### src/rtl/core/sed_pkg.sv
`timescale 1ns / 1ps
`default_nettype none
// ----------------------------------------------------------------------------
// sed_pkg
// Shared types for the string escape decoder: the request that the front
// end hands to the back end through the queue.
// ----------------------------------------------------------------------------
package sed_pkg;

  typedef enum logic [1:0] {
    K_RAW,
    K_CP,
    K_MARK
  } kind_t;

  // K_RAW:  data[7:0] first byte, data[15:8] second byte when two is set
  // K_CP:   data holds the 32-bit code point accumulator
  // K_MARK: empty end-of-string marker
  typedef struct packed {
    kind_t       kind;
    logic        two;
    logic [31:0] data;
    logic        str_end;
  } entry_t;

endpackage
`default_nettype wire

### src/rtl/core/sed_front.sv
`timescale 1ns / 1ps
`default_nettype none
// ----------------------------------------------------------------------------
// sed_front
// Escape parser: tracks the escape mode per source byte and turns each byte
// into at most one request for the back end (raw bytes, code point, marker).
// ----------------------------------------------------------------------------
module sed_front
  import sed_pkg::*;
(
  input  wire logic       clk,
  input  wire logic       rst,
  input  wire logic       in_valid,
  output logic            in_ready,
  input  wire logic [7:0] in_byte,
  input  wire logic       in_last,
  input  wire logic       q_full,
  output logic            q_push,
  output entry_t          q_wdata
);

  localparam logic [7:0] CH_BSL   = 8'h5C;
  localparam logic [7:0] CH_X     = 8'h78;
  localparam logic [7:0] CH_U     = 8'h75;
  localparam logic [7:0] CH_LBR   = 8'h7B;
  localparam logic [7:0] CH_RBR   = 8'h7D;
  localparam logic [7:0] OFS_DIG  = 8'h30;
  localparam logic [7:0] OFS_LOW  = 8'h57;
  localparam logic [7:0] OFS_UPP  = 8'h37;

  typedef enum logic [2:0] {
    M_PLAIN,
    M_ESC,
    M_XHEX,
    M_USTART,
    M_UFIX,
    M_UBRACE
  } mode_t;

  mode_t       mode, mode_next;
  logic [31:0] acc, acc_next;
  logic [1:0]  dcnt, dcnt_next;
  logic        zseen, zseen_next;

  logic        accept;
  logic [3:0]  hv;
  logic [7:0]  a8;
  logic [1:0]  rcnt;
  logic [7:0]  rb0, rb1;
  logic        cp_emit;
  logic [31:0] cp_val;

  function automatic logic [3:0] hexval(input logic [7:0] b);
    logic [7:0] d;
    begin
      d = 8'h00;
      if (b >= 8'h30 && b <= 8'h39) begin
        d = b - OFS_DIG;
      end else if (b >= 8'h61 && b <= 8'h66) begin
        d = b - OFS_LOW;
      end else if (b >= 8'h41 && b <= 8'h46) begin
        d = b - OFS_UPP;
      end
      return d[3:0];
    end
  endfunction

  assign in_ready = !q_full;
  assign accept   = in_valid && in_ready;
  assign hv       = hexval(in_byte);
  assign a8       = {acc[3:0], hv};

  always_comb begin
    mode_next  = mode;
    acc_next   = acc;
    dcnt_next  = dcnt;
    zseen_next = zseen;
    rcnt       = 2'd0;
    rb0        = 8'h00;
    rb1        = 8'h00;
    cp_emit    = 1'b0;
    cp_val     = acc;

    case (mode)
      M_ESC: begin
        if (in_byte == CH_X) begin
          mode_next = M_XHEX;
          acc_next  = 32'd0;
          dcnt_next = 2'd0;
        end else begin
          zseen_next = 1'b0;
          if (in_byte == CH_U) begin
            mode_next = M_USTART;
            acc_next  = 32'd0;
            dcnt_next = 2'd0;
          end else begin
            rb0       = CH_BSL;
            rcnt      = 2'd1;
            mode_next = M_PLAIN;
            if (in_byte == CH_BSL) begin
              mode_next = M_ESC;
            end else begin
              rb1  = in_byte;
              rcnt = 2'd2;
            end
          end
        end
      end
      M_XHEX: begin
        acc_next = {24'd0, a8};
        if (dcnt == 2'd1) begin
          if (a8 == 8'h00) begin
            zseen_next = 1'b1;
          end else if (!zseen) begin
            rb0  = a8;
            rcnt = 2'd1;
          end
          dcnt_next = 2'd0;
          mode_next = M_PLAIN;
        end else begin
          dcnt_next = 2'd1;
        end
      end
      M_USTART: begin
        if (in_byte == CH_LBR) begin
          mode_next = M_UBRACE;
        end else begin
          acc_next  = {28'd0, hv};
          dcnt_next = 2'd1;
          mode_next = M_UFIX;
        end
      end
      M_UFIX: begin
        acc_next = {acc[27:0], hv};
        if (dcnt == 2'd3) begin
          cp_emit   = 1'b1;
          cp_val    = {acc[27:0], hv};
          dcnt_next = 2'd0;
          mode_next = M_PLAIN;
        end else begin
          dcnt_next = dcnt + 2'd1;
        end
      end
      M_UBRACE: begin
        if (in_byte == CH_RBR) begin
          cp_emit   = 1'b1;
          mode_next = M_PLAIN;
        end else begin
          acc_next = {acc[27:0], hv};
        end
      end
      default: begin
        mode_next = M_PLAIN;
        if (in_byte == CH_BSL) begin
          mode_next = M_ESC;
        end else begin
          zseen_next = 1'b0;
          rb0        = in_byte;
          rcnt       = 2'd1;
        end
      end
    endcase

    if (in_last) begin
      // trailing lone backslash is copied
      if (mode_next == M_ESC) begin
        if (rcnt == 2'd0) begin
          rb0 = CH_BSL;
        end else begin
          rb1 = CH_BSL;
        end
        rcnt = rcnt + 2'd1;
      end
      mode_next  = M_PLAIN;
      acc_next   = 32'd0;
      dcnt_next  = 2'd0;
      zseen_next = 1'b0;
    end
  end

  always_comb begin
    q_wdata.str_end = in_last;
    q_wdata.two     = (rcnt == 2'd2);
    if (cp_emit) begin
      q_wdata.kind = K_CP;
      q_wdata.data = cp_val;
    end else if (rcnt != 2'd0) begin
      q_wdata.kind = K_RAW;
      q_wdata.data = {16'd0, rb1, rb0};
    end else begin
      q_wdata.kind = K_MARK;
      q_wdata.data = 32'd0;
    end
    q_push = accept && (cp_emit || (rcnt != 2'd0) || in_last);
  end

  always_ff @(posedge clk) begin
    if (rst) begin
      mode  <= M_PLAIN;
      acc   <= 32'd0;
      dcnt  <= 2'd0;
      zseen <= 1'b0;
    end else if (accept) begin
      mode  <= mode_next;
      acc   <= acc_next;
      dcnt  <= dcnt_next;
      zseen <= zseen_next;
    end
  end

endmodule
`default_nettype wire

### src/rtl/core/sed_queue.sv
`timescale 1ns / 1ps
`default_nettype none
// ----------------------------------------------------------------------------
// sed_queue
// Small request queue between the parser and the byte emitter.
// ----------------------------------------------------------------------------
module sed_queue
  import sed_pkg::*;
#(
  parameter int DEPTH = 4
) (
  input  wire logic   clk,
  input  wire logic   rst,
  input  wire logic   push,
  input  entry_t      wdata,
  output logic        full,
  input  wire logic   pop,
  output entry_t      rdata,
  output logic        empty
);

  localparam int AW = (DEPTH > 1) ? $clog2(DEPTH) : 1;
  localparam int CW = $clog2(DEPTH + 1);

  entry_t          mem [DEPTH];
  logic [AW-1:0]   wptr, rptr;
  logic [CW-1:0]   count;
  logic            do_push, do_pop;

  assign full    = (count == CW'(DEPTH));
  assign empty   = (count == '0);
  assign do_push = push && !full;
  assign do_pop  = pop && !empty;
  assign rdata   = mem[rptr];

  always_ff @(posedge clk) begin
    if (do_push) begin
      mem[wptr] <= wdata;
    end
  end

  always_ff @(posedge clk) begin
    if (rst) begin
      wptr  <= '0;
      rptr  <= '0;
      count <= '0;
    end else begin
      if (do_push) begin
        wptr <= (wptr == AW'(DEPTH - 1)) ? '0 : wptr + AW'(1);
      end
      if (do_pop) begin
        rptr <= (rptr == AW'(DEPTH - 1)) ? '0 : rptr + AW'(1);
      end
      if (do_push && !do_pop) begin
        count <= count + CW'(1);
      end else if (do_pop && !do_push) begin
        count <= count - CW'(1);
      end
    end
  end

endmodule
`default_nettype wire

### src/rtl/core/sed_back.sv
`timescale 1ns / 1ps
`default_nettype none
// ----------------------------------------------------------------------------
// sed_back
// Byte emitter: takes requests from the queue, UTF-8 encodes code points
// and sends one byte per cycle into the output register while the receiver takes results.
// ----------------------------------------------------------------------------
module sed_back
  import sed_pkg::*;
(
  input  wire logic       clk,
  input  wire logic       rst,
  input  wire logic       q_empty,
  input  entry_t          q_rdata,
  output logic            q_pop,
  output logic            result_valid,
  input  wire logic       result_ready,
  output logic [7:0]      out_byte,
  output logic            out_valid,
  output logic            run_last,
  output logic            string_end
);

  localparam logic [31:0] CP_MAX = 32'h0010_FFFF;
  localparam logic [20:0] CP_REP = 21'h00_FFFD;

  entry_t      cur;
  logic        cur_vld;
  logic [1:0]  idx;

  logic [20:0] cp;
  logic [1:0]  n_m1;
  logic [7:0]  cp_b [4];
  logic [7:0]  byte_sel;
  logic        bval;
  logic        adv, fin;

  always_comb begin
    cp = (cur.data > CP_MAX) ? CP_REP : cur.data[20:0];
    cp_b[0] = 8'h00;
    cp_b[1] = 8'h00;
    cp_b[2] = 8'h00;
    cp_b[3] = 8'h00;
    n_m1    = 2'd0;
    if (cp < 21'h80) begin
      cp_b[0] = {1'b0, cp[6:0]};
    end else if (cp < 21'h800) begin
      n_m1    = 2'd1;
      cp_b[0] = {3'b110, cp[10:6]};
      cp_b[1] = {2'b10, cp[5:0]};
    end else if (cp < 21'h1_0000) begin
      n_m1    = 2'd2;
      cp_b[0] = {4'b1110, cp[15:12]};
      cp_b[1] = {2'b10, cp[11:6]};
      cp_b[2] = {2'b10, cp[5:0]};
    end else begin
      n_m1    = 2'd3;
      cp_b[0] = {5'b11110, cp[20:18]};
      cp_b[1] = {2'b10, cp[17:12]};
      cp_b[2] = {2'b10, cp[11:6]};
      cp_b[3] = {2'b10, cp[5:0]};
    end

    bval = 1'b1;
    case (cur.kind)
      K_RAW: begin
        byte_sel = idx[0] ? cur.data[15:8] : cur.data[7:0];
        n_m1     = {1'b0, cur.two};
      end
      K_CP: begin
        byte_sel = cp_b[idx];
      end
      default: begin
        byte_sel = 8'h00;
        bval     = 1'b0;
        n_m1     = 2'd0;
      end
    endcase
  end

  assign adv   = cur_vld && (!result_valid || result_ready);
  assign fin   = adv && (idx == n_m1);
  assign q_pop = !q_empty && (!cur_vld || fin);

  always_ff @(posedge clk) begin
    if (rst) begin
      cur_vld      <= 1'b0;
      idx          <= 2'd0;
      result_valid <= 1'b0;
    end else begin
      if (q_pop) begin
        cur     <= q_rdata;
        cur_vld <= 1'b1;
        idx     <= 2'd0;
      end else if (fin) begin
        cur_vld <= 1'b0;
      end else if (adv) begin
        idx <= idx + 2'd1;
      end

      if (adv) begin
        result_valid <= 1'b1;
        out_byte     <= byte_sel;
        out_valid    <= bval;
        run_last     <= (idx == n_m1);
        string_end   <= (idx == n_m1) && cur.str_end;
      end else if (result_ready) begin
        result_valid <= 1'b0;
      end
    end
  end

endmodule
`default_nettype wire

### src/rtl/core/string_escape_to_utf8_decoder.sv
`timescale 1ns / 1ps
`default_nettype none
// ----------------------------------------------------------------------------
// string_escape_to_utf8_decoder
// Decodes the source bytes of a string literal (\xHH, \uHHHH, \u{...},
// backslash copies) into a stream of UTF-8 bytes.
//
// Input channel in_valid/in_ready carries one source byte per request with
// in_last on the final byte of a string. Result channel result_valid/
// result_ready carries one output byte per request; run_last marks the last
// byte caused by one input byte, string_end the last of the string, and a
// string whose last byte yields nothing ends with an empty marker
// (out_valid low, out_byte zero).
// One input byte is taken per cycle while the request queue has room
// (QUEUE_DEPTH entries). The emitter sends one byte per cycle while the
// receiver takes results; a code point yields 1 to 4 output bytes. Input
// passes the queue, request register and output register. A stalled
// receiver holds the output register; the queue fills, then in_ready
// drops. Reset empties the queue and returns the parser to plain text.
// ----------------------------------------------------------------------------
module string_escape_to_utf8_decoder
  import sed_pkg::*;
#(
  parameter int QUEUE_DEPTH = 4
) (
  input  wire logic       clk,
  input  wire logic       rst,
  input  wire logic       in_valid,
  output logic            in_ready,
  input  wire logic [7:0] in_byte,
  input  wire logic       in_last,
  output logic            result_valid,
  input  wire logic       result_ready,
  output logic [7:0]      out_byte,
  output logic            out_valid,
  output logic            run_last,
  output logic            string_end
);

  entry_t q_wdata, q_rdata;
  logic   q_push, q_pop, q_full, q_empty;

  sed_front u_front (
    .clk      (clk),
    .rst      (rst),
    .in_valid (in_valid),
    .in_ready (in_ready),
    .in_byte  (in_byte),
    .in_last  (in_last),
    .q_full   (q_full),
    .q_push   (q_push),
    .q_wdata  (q_wdata)
  );

  sed_queue #(
    .DEPTH (QUEUE_DEPTH)
  ) u_queue (
    .clk   (clk),
    .rst   (rst),
    .push  (q_push),
    .wdata (q_wdata),
    .full  (q_full),
    .pop   (q_pop),
    .rdata (q_rdata),
    .empty (q_empty)
  );

  sed_back u_back (
    .clk          (clk),
    .rst          (rst),
    .q_empty      (q_empty),
    .q_rdata      (q_rdata),
    .q_pop        (q_pop),
    .result_valid (result_valid),
    .result_ready (result_ready),
    .out_byte     (out_byte),
    .out_valid    (out_valid),
    .run_last     (run_last),
    .string_end   (string_end)
  );

endmodule
`default_nettype wire
### config.mk
export PLATFORM = sky130hd
export DESIGN_NAME = string_escape_to_utf8_decoder
export DESIGN_NICKNAME = d
export VERILOG_FILES = /design/src/rtl/core/sed_pkg.sv /design/src/rtl/core/sed_front.sv /design/src/rtl/core/sed_queue.sv /design/src/rtl/core/sed_back.sv /design/src/rtl/core/string_escape_to_utf8_decoder.sv
export SDC_FILE = /design/constraint.sdc
export NUM_CORES = 1
export LEC_CHECK = 0
export BUFFER_PORTS_ARGS = -buffer_cell sky130_fd_sc_hd__buf_4
export CAP_MARGIN = 20
export CELL_PAD_IN_SITES_DETAIL_PLACEMENT = 1
export CELL_PAD_IN_SITES_GLOBAL_PLACEMENT = 2
export CORE_UTILIZATION = 40
export DETAILED_ROUTE_END_ITERATION = 12
export PLACE_DENSITY_LB_ADDON = 0.1
export SLEW_MARGIN = 30
export SYNTH_ARGS = -nofsm -noshare
export SYNTH_HDL_FRONTEND = slang
export SYNTH_HIERARCHICAL = 1
export SYNTH_SLANG_ARGS = --single-unit
### constraint.sdc
create_clock -name clk -period 5.6 [get_ports clk]
set_input_delay 1.12 -clock clk [delete_from_list [all_inputs] [get_ports clk]]
set_output_delay 1.12 -clock clk [all_outputs]
set_load 0.005 [all_outputs]
==> metrics.csv, run 1 <==
stage,metric,value,unit
die,coreArea,28000,sq um
power,switchingPower,1.67,mW
power,leakagePower,4.38,nW
logic_synthesis,syn_area_per_cell,13.7,sq um
sta,fin_crit,4.28,ns
die,die_h,171,um
flow_run,cap_violations,0,
die,initial_core_util,40.9,%
global_route,antenna_found_initial,0,
global_route,grt_usage,21.1,%
final_layout,antennaDiodeCount,0,
clock_network,cts_tree,yes,
global_route,first_global_vias,7620,
power,finalPower,5.56,mW
clock_network,cts-root-buf,clkbuf_16,
place,gp_congestion,0.934,
logic_synthesis,synth_cell_types,99,
logic_synthesis,synth_edf_count,191,
route,drc,0,
worst_hold_path,hold_class,reg2reg,
die,dieArea,29300,sq um
sta,relSlewSlack,37.0,%
status,status,"finished, final reports clean",
logic_synthesis,synth_seq_cells,242,
sta,fin_worst_skew,0.0310,ns
setup_path,critPathKind,in2reg,
sta,slew_violations,0,
global_route,grt_max_degree,57,
route,initialDrtViolationCount,530,
final_layout,layoutNonFillerInstCount,1255,
power,p_seq_share,46.5,%
setup_path,cp-end-kind,flop,
route,drt-total-wl,30100,um
place,port_buffers,25,
final_layout,finalNetCount,885,
route,wl_per_cell,24.0,um
sta,max_freq,0.233,GHz
global_route,grt-ovfl-total,0,
final_layout,layout.cells.most_common,edfxtp_1,
final_layout,syn_to_final_growth,12.4,%
power,p_int,3.89,mW
sta,tns,0,ns
die,rows,61,
setup_path,critPathRequiredTime,6.06,ns
sta,fin_crit_sh,76.5,%
power,irDropWorstVdd,0.227,mV
sta,hold_violations,0,
power,p_comb_share,22.0,%
clock_network,clock-sinks,242,
worst_hold_path,hp-start,u_front/acc[29],
final_layout,final_cell_mix,"191 x edfxtp_1, 70 x nand2_1, 50 x dfxtp_1",
logic_synthesis,synth-main-ff-cell,edfxtp_1,
power,pwr-share-clk,31.6,%
setup_path,arrival,4.74,ns
logic_synthesis,synthCells,835,
logic_synthesis,async_reset_ff_share,0,%
logic_synthesis,yosys_warnings,6,
clock_network,cts_setup_buffers,0,
setup_path,r2r-start,u_back/cur[24],
logic_synthesis,seq_area_frac_synth,58.9,%
clock_network,path_clk_slew,0.06,ns
sta,rsz0062_at_grt,no,
global_route,grt_pass1_wl,46200,um
logic_synthesis,syn-num-nets,863,
sta,setup_viol,0,
sta,tightest_slew,0.944,ns
die,die_x,171,um
route,vias_per_cell,5.82,
route,drtPass1Iterations,5,
clock_network,clkLatencyLatePin,0.56,ns
place,hpwl,20600,um
clock_network,cts_hold_buffers,0,
clock_network,post_cts_resize_count,0,
sta,whs,0.475,ns
logic_synthesis,netlist_area,11500,sq um
setup_path,crit_start,in_byte[1],
power,p_per_area,432,nW/um^2
clock_network,htree_levels,1,
die,io-pin-count,26,
route,vias,7304,
clock_network,numCtsBuffers,26,
power,p_sw_share,30.0,%
place,dp.cells,1207,
final_layout,drive_above_1_share,18.6,%
setup_path,start_kind,input pin,
clock_network,clockBufferDepth,3,
route,antenna_left,0,
setup_path,worstPathMaxFanout,7,
layer usage:
layer	up-vias	routed length [um]	part of all wire, %	global-route usage [%]
met5	-	0	0	0
met4	0	553	1.8	5.51
met3	31	1070	3.6	2.42
met2	158	14700	49	36.2
met1	3783	13700	46	28.4
li1	3332	-	-	-
worst paths after layout:
kind	end	slack, ns	cells after the start
min reg2reg	u_front/acc[29]	0.48	2
max	u_queue/count[2]	1.32	17
min	u_front/acc[29]	0.48	2
max reg2reg	u_queue/count[2]	1.69	14
cell families after synthesis:
logic type	count (synthesis)	synth area share, %
multiplexers	75	10.5
AO/OA/AOI/OAI	174	12.1
buffers and inverters	71	3.39
XOR/XNOR	7	0.797
flip-flops	242	58.9
adder cells (fa/ha/maj)	15	1.70
AND/OR/NAND/NOR	251	12.5
area by class of cell:
class	count	area, sq um
fill	2863	15100
sequential	242	6760
multi-input combinational	522	4350
clock buffer	38	736
tap	378	473
timing repair buffer	41	308
clock inverter	10	150
inverter	24	109
Yosys cell counts (5+ instances only):
cell      number  share of area [%]
edfxtp_1     191                 50
buf_2         10               0.44
a32oi_1        6               0.46
clkbuf_1      21               0.69
nor4_1         8               0.44
or3_1          7               0.38
o211ai_1       7               0.46
mux2i_1       37                3.2
buf_4          5               0.33
dfxtp_1       51                8.9
nor2b_1        5               0.27
nor2_1        36                1.2
nand2_1       70                2.3
o21ai_1        9               0.39
nand2b_1      40                2.2
nand3b_1       7               0.46
nand3_1       11               0.48
a22o_1        18                1.4
and3_1        10               0.55
o221ai_1       7               0.53
ha_1          14                1.5
buf_6          5               0.49
mux4_2        36                7.1
a31oi_1        9               0.49
o21ai_0       15               0.65
nor3_1        16               0.70
a21oi_1       25                1.1
a22oi_1       11               0.72
inv_1         21               0.69
registers in the layout, summed over array words and instances, names as in the netlist, named ones only:
| name | cells |
|---|---|
| u_front/dcnt | 2 |
| u_back/string_end | 1 |
| u_back/run_last | 1 |
| u_back/cur_vld | 1 |
| u_back/result_valid | 1 |
| u_queue/mem | 144 |
| u_queue/rptr | 2 |
| u_front/acc | 32 |
| u_back/out_byte | 8 |
| u_back/out_valid | 1 |
| u_back/idx | 2 |
| u_front/mode | 3 |
| u_back/cur | 36 |
| u_front/zseen | 1 |
| u_queue/count | 3 |
| u_queue/wptr | 2 |
stage by stage:
step,util [%],worst slack (ns),instance area (sq um)
after detailed placement,42.8,0.841,12000
after CTS,46.0,1.37,12900
after floorplan,-,1.22,11500
after global placement,42.8,0.819,12000
after global routing,46.0,1.01,12900
final,46.0,1.32,12900
power groups by stage:
| stage | sequential, mW | combinational (mW) | clock, mW |
|---|---|---|---|
| 6_report | 2.59 | 1.22 | 1.76 |
| 4_1_cts | 2.59 | 1.24 | 1.81 |
| 2_1_floorplan | 2.51 | 0.941 | 0 |
| 3_3_place_gp | 2.61 | 1.21 | 0 |
| 5_1_grt | 2.62 | 1.33 | 1.87 |
| 3_5_place_dp | 2.62 | 1.24 | 0 |
critical path, stage by stage:
cell,delay (ns)
buf_4,0.14
inv_1,0.12
ha_1,0.29
nor2_1,0.10
o21ai_0,0.27
a32o_1,0.33
o41ai_4,0.12
and3_1,0.22
a31oi_1,0.42
bufinv_8,0.27
nor2_2,0.13
ha_1,0.20
inv_1,0.06
fa_1,0.37
xor2_1,0.16
or3_1,0.30
a21oi_1,0.13
No activity file was read; power rests on OpenSTA's default activity.
==> run 2, diff against run 1 <==
--- a/config.mk
+++ b/config.mk
@@ -5,11 +5,12 @@
 export SDC_FILE = /design/constraint.sdc
 export NUM_CORES = 1
 export LEC_CHECK = 0
+export ABC_AREA = 1
 export BUFFER_PORTS_ARGS = -buffer_cell sky130_fd_sc_hd__buf_4
 export CAP_MARGIN = 20
 export CELL_PAD_IN_SITES_DETAIL_PLACEMENT = 1
 export CELL_PAD_IN_SITES_GLOBAL_PLACEMENT = 2
-export CORE_UTILIZATION = 40
+export CORE_UTILIZATION = 37
 export DETAILED_ROUTE_END_ITERATION = 12
 export PLACE_DENSITY_LB_ADDON = 0.1
 export SLEW_MARGIN = 30
==> constraint.sdc (replaced) <==
create_clock -name clk -period 3.8 [get_ports clk]
set_input_delay 0.76 -clock clk [delete_from_list [all_inputs] [get_ports clk]]
set_output_delay 0.76 -clock clk [all_outputs]
set_load 0.005 [all_outputs]
==> run 2 against run 1 <==
Wire length increased by 4.1%. Synthesized cell count increased by 42%. Clock skew decreased by 0.019 ns. Critical path depth increased by 8. Core utilization decreased by 1.9 points. Register-to-register slack got worse by 1.3 ns. Worst hold slack got worse by 0.0086 ns. Critical path type unchanged.
==> metrics.csv, run 2 <==
stage,metric,value,unit,change
final_layout,design_area,13500,sq um,+5.0%
final_layout,final.fill_count,3497,,+22%
power,pwr-share-clk,31.8,%,+0.2 points
logic_synthesis,async_reset_ff_share,0,%,unchanged
clock_network,cts_tree,yes,,
logic_synthesis,seq_area_frac_synth,58.5,%,-0.40 points
clock_network,htree_levels,1,,unchanged
power,switchingPower,2.73,mW,+63%
global_route,grt-ovfl-total,0,,unchanged
power,irDropWorstVdd,0.365,mV,+61%
logic_synthesis,synth_top_area_share,49.7,%,-0.34 points
logic_synthesis,netlist_area,11500,sq um,+0.69%
power,p_seq_share,43.8,%,-2.7 points
die,coreArea,30700,sq um,+9.5%
route,drtPass1Iterations,4,,-1
sta,tns,0,ns,unchanged
setup_path,cp-end-kind,flop,,
power,p_per_area,621,nW/um^2,+44%
clock_network,cts-root-buf,clkbuf_16,,
place,dp.cells,1630,,+35%
place,port_buffers,25,,unchanged
final_layout,final_util,44.1,%,-1.9 points
logic_synthesis,synth_seq_cells,242,,unchanged
route,antenna_left,0,,unchanged
logic_synthesis,syn_area_per_cell,9.72,sq um,-29%
logic_synthesis,yosysMostFrequentCell,edfxtp_1,,
logic_synthesis,synth_edf_count,191,,unchanged
power,leakagePower,5.14,nW,+18%
logic_synthesis,synthTopCellsByArea,"edfxtp_1 50%, dfxtp_1 8.8%, nor2_1 5.7%, nand2_1 5.3%, o21ai_0 3.9%",,
logic_synthesis,synth-main-ff-cell,edfxtp_1,,
logic_synthesis,synth_common_cells,"191 x edfxtp_1, 175 x nor2_1, 164 x nand2_1",,
clock_network,clockBufferDepth,3,,unchanged
flow_run,cap_violations,0,,unchanged
die,initial_core_util,37.6,%,-3.3 points
place,hpwl,22300,um,+8.0%
global_route,first_global_vias,8809,,+16%
route,drc,0,,unchanged
route,initialDrtViolationCount,411,,-22%
setup_path,arrival,3.93,ns,-0.81 ns
global_route,grt_usage,20.4,%,-0.72 points
clock_network,cts_setup_buffers,0,,unchanged
die,rows,64,,+4.9%
final_layout,layoutNonFillerInstCount,1680,,+34%
final_layout,largest_register_ffs,144,,unchanged
final_layout,largest-register,u_queue/mem,,
route,vias,8611,,+18%
final_layout,finalNetCount,1291,,+46%
power,p_comb_share,24.4,%,+2.4 points
sta,fin_worst_skew,0.0123,ns,-0.0188 ns
clock_network,clock-sinks,242,,unchanged
sta,rsz0062_at_grt,no,,
sta,hold_violations,0,,unchanged
sta,fin_crit,3.48,ns,
clock_network,clkLatencyLatePin,0.55,ns,about the same
sta,slew_violations,0,,unchanged
power,p_int,5.67,mW,+46%
route,drt-total-wl,31300,um,+4.1%
sta,relSlewSlack,44.4,%,+7.4 points
place,postPlaceCellArea,12600,sq um,+5.0%
setup_path,critPathKind,in2reg,,
clock_network,path_clk_slew,0.06,ns,about the same
final_layout,reg.largest.list,"u_queue/mem: 144 flops, u_back/cur: 36 flops, u_front/acc: 32 flops",,
die,die_x,179,um,+4.3%
global_route,antenna_found_initial,1,,+1
setup_path,worstPathMaxFanout,6,,-1
logic_synthesis,syn-num-nets,1216,,+41%
clock_network,numCtsBuffers,27,,+3.8%
final_layout,final_cell_mix,"191 x edfxtp_1, 169 x nor2_1, 160 x nand2_1",,
die,dieArea,31900,sq um,+8.7%
route,vias_per_cell,5.13,,-12%
logic_synthesis,yosys_warnings,6,,unchanged
sta,tightest_slew,0.833,ns,-0.111 ns
final_layout,multiInputGateArea,4070,sq um,-6.6%
logic_synthesis,yosys.area.top_type,edfxtp_1,,
final_layout,antennaDiodeCount,0,,unchanged
clock_network,post_cts_resize_count,0,,unchanged
place,gp_congestion,0.807,,-14%
global_route,grt_pass1_wl,49800,um,+7.7%
die,die_h,179,um,+4.3%
worst_hold_path,hold_path_depth,2,,unchanged
logic_synthesis,synthCells,1188,,+42%
global_route,grt_max_degree,73,,+28%
clock_network,cts_hold_buffers,0,,unchanged
final_layout,syn_to_final_growth,17.1,%,
power,p_sw_share,32.5,%,+2.5 points
final_layout,layout.cells.most_common,edfxtp_1,,
setup_path,critPathRequiredTime,4.24,ns,-1.82 ns
route,wl_per_cell,18.6,um,-22%
setup_path,r2r_cells,20,,+6
status,status,"finished, final reports clean",,
worst_hold_path,hold_class,reg2reg,,
sta,setup_viol,0,,unchanged
die,io-pin-count,26,,unchanged
final_layout,drive_above_1_share,17.2,%,-1.4 points
setup_path,start_kind,input pin,,
sta,fin_crit_sh,91.7,%,
sta,max_freq,0.287,GHz,
logic_synthesis,synth_cell_types,49,,-51%
final_layout,seq_area,6760,sq um,unchanged
## run 2: logic make-up after synthesis
logic type / after synthesis / synth area share (%)
buffers and inverters: 181 / 6.89
AND/OR/NAND/NOR: 449 / 18.3
flip-flops: 242 / 58.5
adder cells (fa/ha/maj): 15 / 1.69
XOR/XNOR: 2 / 0.152
AO/OA/AOI/OAI: 299 / 14.5
## run 2: path summary, 6_finish.rpt
kind / slack (ns) / startpoint / endpoint
max: 0.32 / in_byte[1] / u_queue/count[1]
max reg2reg: 0.44 / u_front/mode[1] / u_queue/count[1]
min reg2reg: 0.47 / u_front/zseen / u_front/zseen
min: 0.47 / u_front/zseen / u_front/zseen
## run 2: routing by layer
| metal | GRT usage, % | routed length (um) | vias to the layer above |
|---|---|---|---|
| li1 | - | - | 4267 |
| met1 | 27.4 | 14800 | 4238 |
| met2 | 35.5 | 15300 | 78 |
| met3 | 2.34 | 811 | 28 |
| met4 | 3.46 | 394 | 0 |
| met5 | 0 | 0 | - |
## run 2: worst max-delay path, cell delays in order
cell      delay, ns
buf_4          0.08
inv_1          0.06
ha_1           0.21
o21ai_1        0.17
nand2_2        0.11
nand2_4        0.11
nand2_1        0.11
a21oi_2        0.16
nand3_2        0.11
nand2_2        0.10
nand3_2        0.08
inv_2          0.06
ha_1           0.21
nand3b_1       0.16
nand2_2        0.08
nand4_1        0.10
nand2_2        0.12
inv_1          0.11
nand2_4        0.07
inv_1          0.04
ha_1           0.20
inv_1          0.09
fa_1           0.42
o21ai_1        0.14
nor2_1         0.05
## run 2: final cells by class
| cell class | instances | share of cell area, % |
|---|---|---|
| timing repair buffer | 95 | 5.83 |
| tap | 396 | 3.66 |
| multi-input combinational | 765 | 30.1 |
| sequential | 242 | 50.0 |
| inverter | 132 | 3.75 |
| clock buffer | 31 | 5.18 |
| clock inverter | 19 | 1.55 |
## run 2: per-stage QoR
stage                     hold slack, ns  setup WS, ns  power [mW]
final                              0.466         0.315        8.40
after global placement             0.453        -0.294        5.78
after global routing               0.492        0.0104        8.87
after detailed placement           0.462        -0.367        5.82
after floorplan                    0.440        -0.251        5.06
after CTS                          0.471         0.212        8.53
## run 2: power groups by stage
| stage | clock network, mW | logic [mW] | registers (mW) |
|---|---|---|---|
| 6_report | 2.67 | 2.05 | 3.68 |
| 5_1_grt | 2.84 | 2.30 | 3.73 |
| 4_1_cts | 2.75 | 2.08 | 3.69 |
| 3_5_place_dp | 0 | 2.07 | 3.75 |
| 3_3_place_gp | 0 | 2.05 | 3.74 |
| 2_1_floorplan | 0 | 1.41 | 3.65 |
==> run 3, diff against run 2 <==
--- a/config.mk
+++ b/config.mk
@@ -9,8 +9,8 @@
 export BUFFER_PORTS_ARGS = -buffer_cell sky130_fd_sc_hd__buf_4
 export CAP_MARGIN = 20
 export CELL_PAD_IN_SITES_DETAIL_PLACEMENT = 1
-export CELL_PAD_IN_SITES_GLOBAL_PLACEMENT = 2
-export CORE_UTILIZATION = 37
+export CELL_PAD_IN_SITES_GLOBAL_PLACEMENT = 1
+export CORE_UTILIZATION = 40
 export DETAILED_ROUTE_END_ITERATION = 12
 export PLACE_DENSITY_LB_ADDON = 0.1
 export SLEW_MARGIN = 30
==> run 3 against run 2 <==
Core utilization grew 3.4 points. Sequential power grew 1%. Worst hold slack lost 0.00070 ns. Register-to-register slack lost 0.11 ns.
==> metrics.csv, run 3 (synthesized netlist as in run 2, its figures left out) <==
stage,metric,value,unit,change
die,rows,61,,-4.7%
sta,hold_violations,0,,unchanged
setup_path,r2r_cells,21,,+5.0%
power,p_int,5.58,mW,-1.6%
final_layout,design_area,13300,sq um,-1.4%
route,vias_per_cell,5.28,,+2.9%
sta,rsz0062_at_grt,no,,
setup_path,critPathKind,in2reg,,
status,status,"finished, final reports clean",,
clock_network,clockBufferDepth,3,,unchanged
global_route,grt_usage,21.5,%,+1.2 points
place,port_buffers,25,,unchanged
final_layout,largest_register_ffs,144,,unchanged
power,leakagePower,5.03,nW,-2.2%
clock_network,post_cts_resize_count,0,,unchanged
final_layout,largest-register,u_queue/mem,,
place,gp_congestion,0.882,,+9.3%
sta,fin_crit_sh,92.3,%,+0.57 points
setup_path,cp_slowest_cell,fa_1,,
clock_network,path_clk_slew,0.06,ns,about the same
clock_network,numCtsBuffers,27,,unchanged
route,drc,0,,unchanged
route,drtPass1Iterations,5,,+1
power,p_comb_share,24.2,%,-0.2 points
sta,slew_violations,0,,unchanged
die,coreArea,28100,sq um,-8.4%
power,switchingPower,2.70,mW,-1.2%
setup_path,arrival,3.95,ns,+0.02 ns
sta,fin_crit,3.51,ns,+0.0217 ns
power,irDropWorstVdd,0.398,mV,+9.2%
power,pwr-share-clk,30.7,%,-1.1 points
setup_path,worstPathMaxFanout,6,,unchanged
sta,fin_ws,0.293,ns,-0.0217 ns
global_route,grt-ovfl-total,0,,unchanged
worst_hold_path,hp-start,u_front/acc[31],,
clock_network,clock-sinks,242,,unchanged
setup_path,r2r-start,u_back/cur[20],,
clock_network,cts_hold_buffers,0,,unchanged
die,dieArea,29500,sq um,-7.4%
setup_path,cpPeakStageDelay,0.42,ns,about the same
sta,tightest_slew,0.638,ns,-0.195 ns
setup_path,crit_start,in_byte[1],,
final_layout,final.fill_count,3231,,-7.6%
die,die_h,172,um,-3.8%
clock_network,cts_tree,yes,,
place,postPlaceCellArea,12500,sq um,-1.2%
final_layout,drive_above_1_share,15.5,%,-1.7 points
final_layout,syn_to_final_growth,15.5,%,
final_layout,layout.cells.most_common,edfxtp_1,,
route,initialDrtViolationCount,545,,+33%
power,finalPower,8.28,mW,-1.5%
place,detailedPlace.worstSlack,-0.308,ns,+0.0598 ns
final_layout,reg.largest.list,"u_queue/mem: 144 flops, u_back/cur: 36 flops, u_front/acc: 32 flops",,
die,initial_core_util,41.1,%,+3.5 points
final_layout,antennaDiodeCount,0,,unchanged
flow_run,cap_violations,0,,unchanged
sta,whs,0.466,ns,-0.000698 ns
sta,max_freq,0.285,GHz,-0.62%
power,p_sw_share,32.6,%,+0.11 points
setup_path,cp-end-kind,flop,,
route,wl_per_cell,18.7,um,+0.21%
global_route,grt_pass1_wl,49200,um,-1.1%
sta,relSlewSlack,57.4,%,+13 points
global_route,grt_max_degree,73,,unchanged
power,p_per_area,621,nW/um^2,about the same
die,io-pin-count,26,,unchanged
clock_network,clkLatencyLatePin,0.55,ns,about the same
place,hpwl,21500,um,-3.4%
worst_hold_path,hold_path_depth,2,,unchanged
route,vias,8678,,+0.78%
clock_network,cts-root-buf,clkbuf_16,,
final_layout,final_util,47.5,%,+3.4 points
setup_path,start_kind,input pin,,
sta,setup_viol,0,,unchanged
die,die_x,172,um,-3.8%
route,antenna_left,0,,unchanged
clock_network,htree_levels,1,,unchanged
global_route,first_global_vias,8971,,+1.8%
route,drt-total-wl,30700,um,-1.9%
setup_path,critPathRequiredTime,4.24,ns,about the same
power,p_seq_share,45.0,%,+1.2 points
setup_path,crit_top_cell,inv_1,,
clock_network,cts_setup_buffers,0,,unchanged
final_layout,final_cell_mix,"191 x edfxtp_1, 169 x nor2_1, 162 x nand2_1",,
global_route,antenna_found_initial,0,,-1
final_layout,finalNetCount,1275,,-1.2%
worst_hold_path,hold_class,reg2reg,,
sta,fin_worst_skew,0.0192,ns,+0.00696 ns
## run 3: cell types whose count changed in the layout (fill, tap and decap cells not counted), sizes merged
cell / change
buf: -16
clkbuf: +5
inv: -4
clkinv: -3
clkinvlp: +2
bufinv: -1
## run 3: power by group through the flow
| stage | combinational [mW] | clock (mW) | sequential (mW) |
|---|---|---|---|
| after floorplan | 1.41 | 0 | 3.65 |
| after global placement | 1.96 | 0 | 3.77 |
| after detailed placement | 2.01 | 0 | 3.79 |
| after CTS | 2.03 | 2.61 | 3.73 |
| after global routing | 2.25 | 2.70 | 3.77 |
| final | 2.01 | 2.54 | 3.73 |
## run 3: path summary, 6_finish.rpt
check        slack (ns)                to
min                0.47   u_front/acc[31]
max                0.29  u_queue/count[1]
max reg2reg        0.33  u_queue/count[1]
min reg2reg        0.47   u_front/acc[31]
## run 3: critical path: cells and delay by family
| kind | cells | cell delay [ns] |
|---|---|---|
| fa+ha+maj | 4 | 1.05 |
| buf+inv | 6 | 0.51 |
| simple gates | 14 | 1.37 |
| compound gates | 2 | 0.26 |
## run 3: layout make-up
cell class	instances	area, sq um	share of cell area (%)
Multi-Input combinational cell	765	4060	30.4
Clock buffer	36	719	5.40
Sequential cell	242	6760	50.7
Inverter	132	507	3.80
Timing Repair Buffer	79	668	5.01
Tap cell	378	473	3.55
Clock inverter	13	148	1.11
## run 3: routing by layer
metal,part of all wire [%],vias up,global-route usage (%),wire [um]
met3,3.0,41,2.38,910
met1,46,4285,28.3,14200
met4,1.8,0,5.12,548
met2,49,120,38.0,15100
met5,0,-,0,0
li1,-,4232,-,-
## run 3: stage by stage
stage / std cells / setup TNS [ns]
global route: 1645 / 0
detailed placement: 1596 / -0.527
finish: 1645 / 0
floorplan: 1188 / -36.14
global placement: 1596 / -0.221
CTS: 1645 / 0
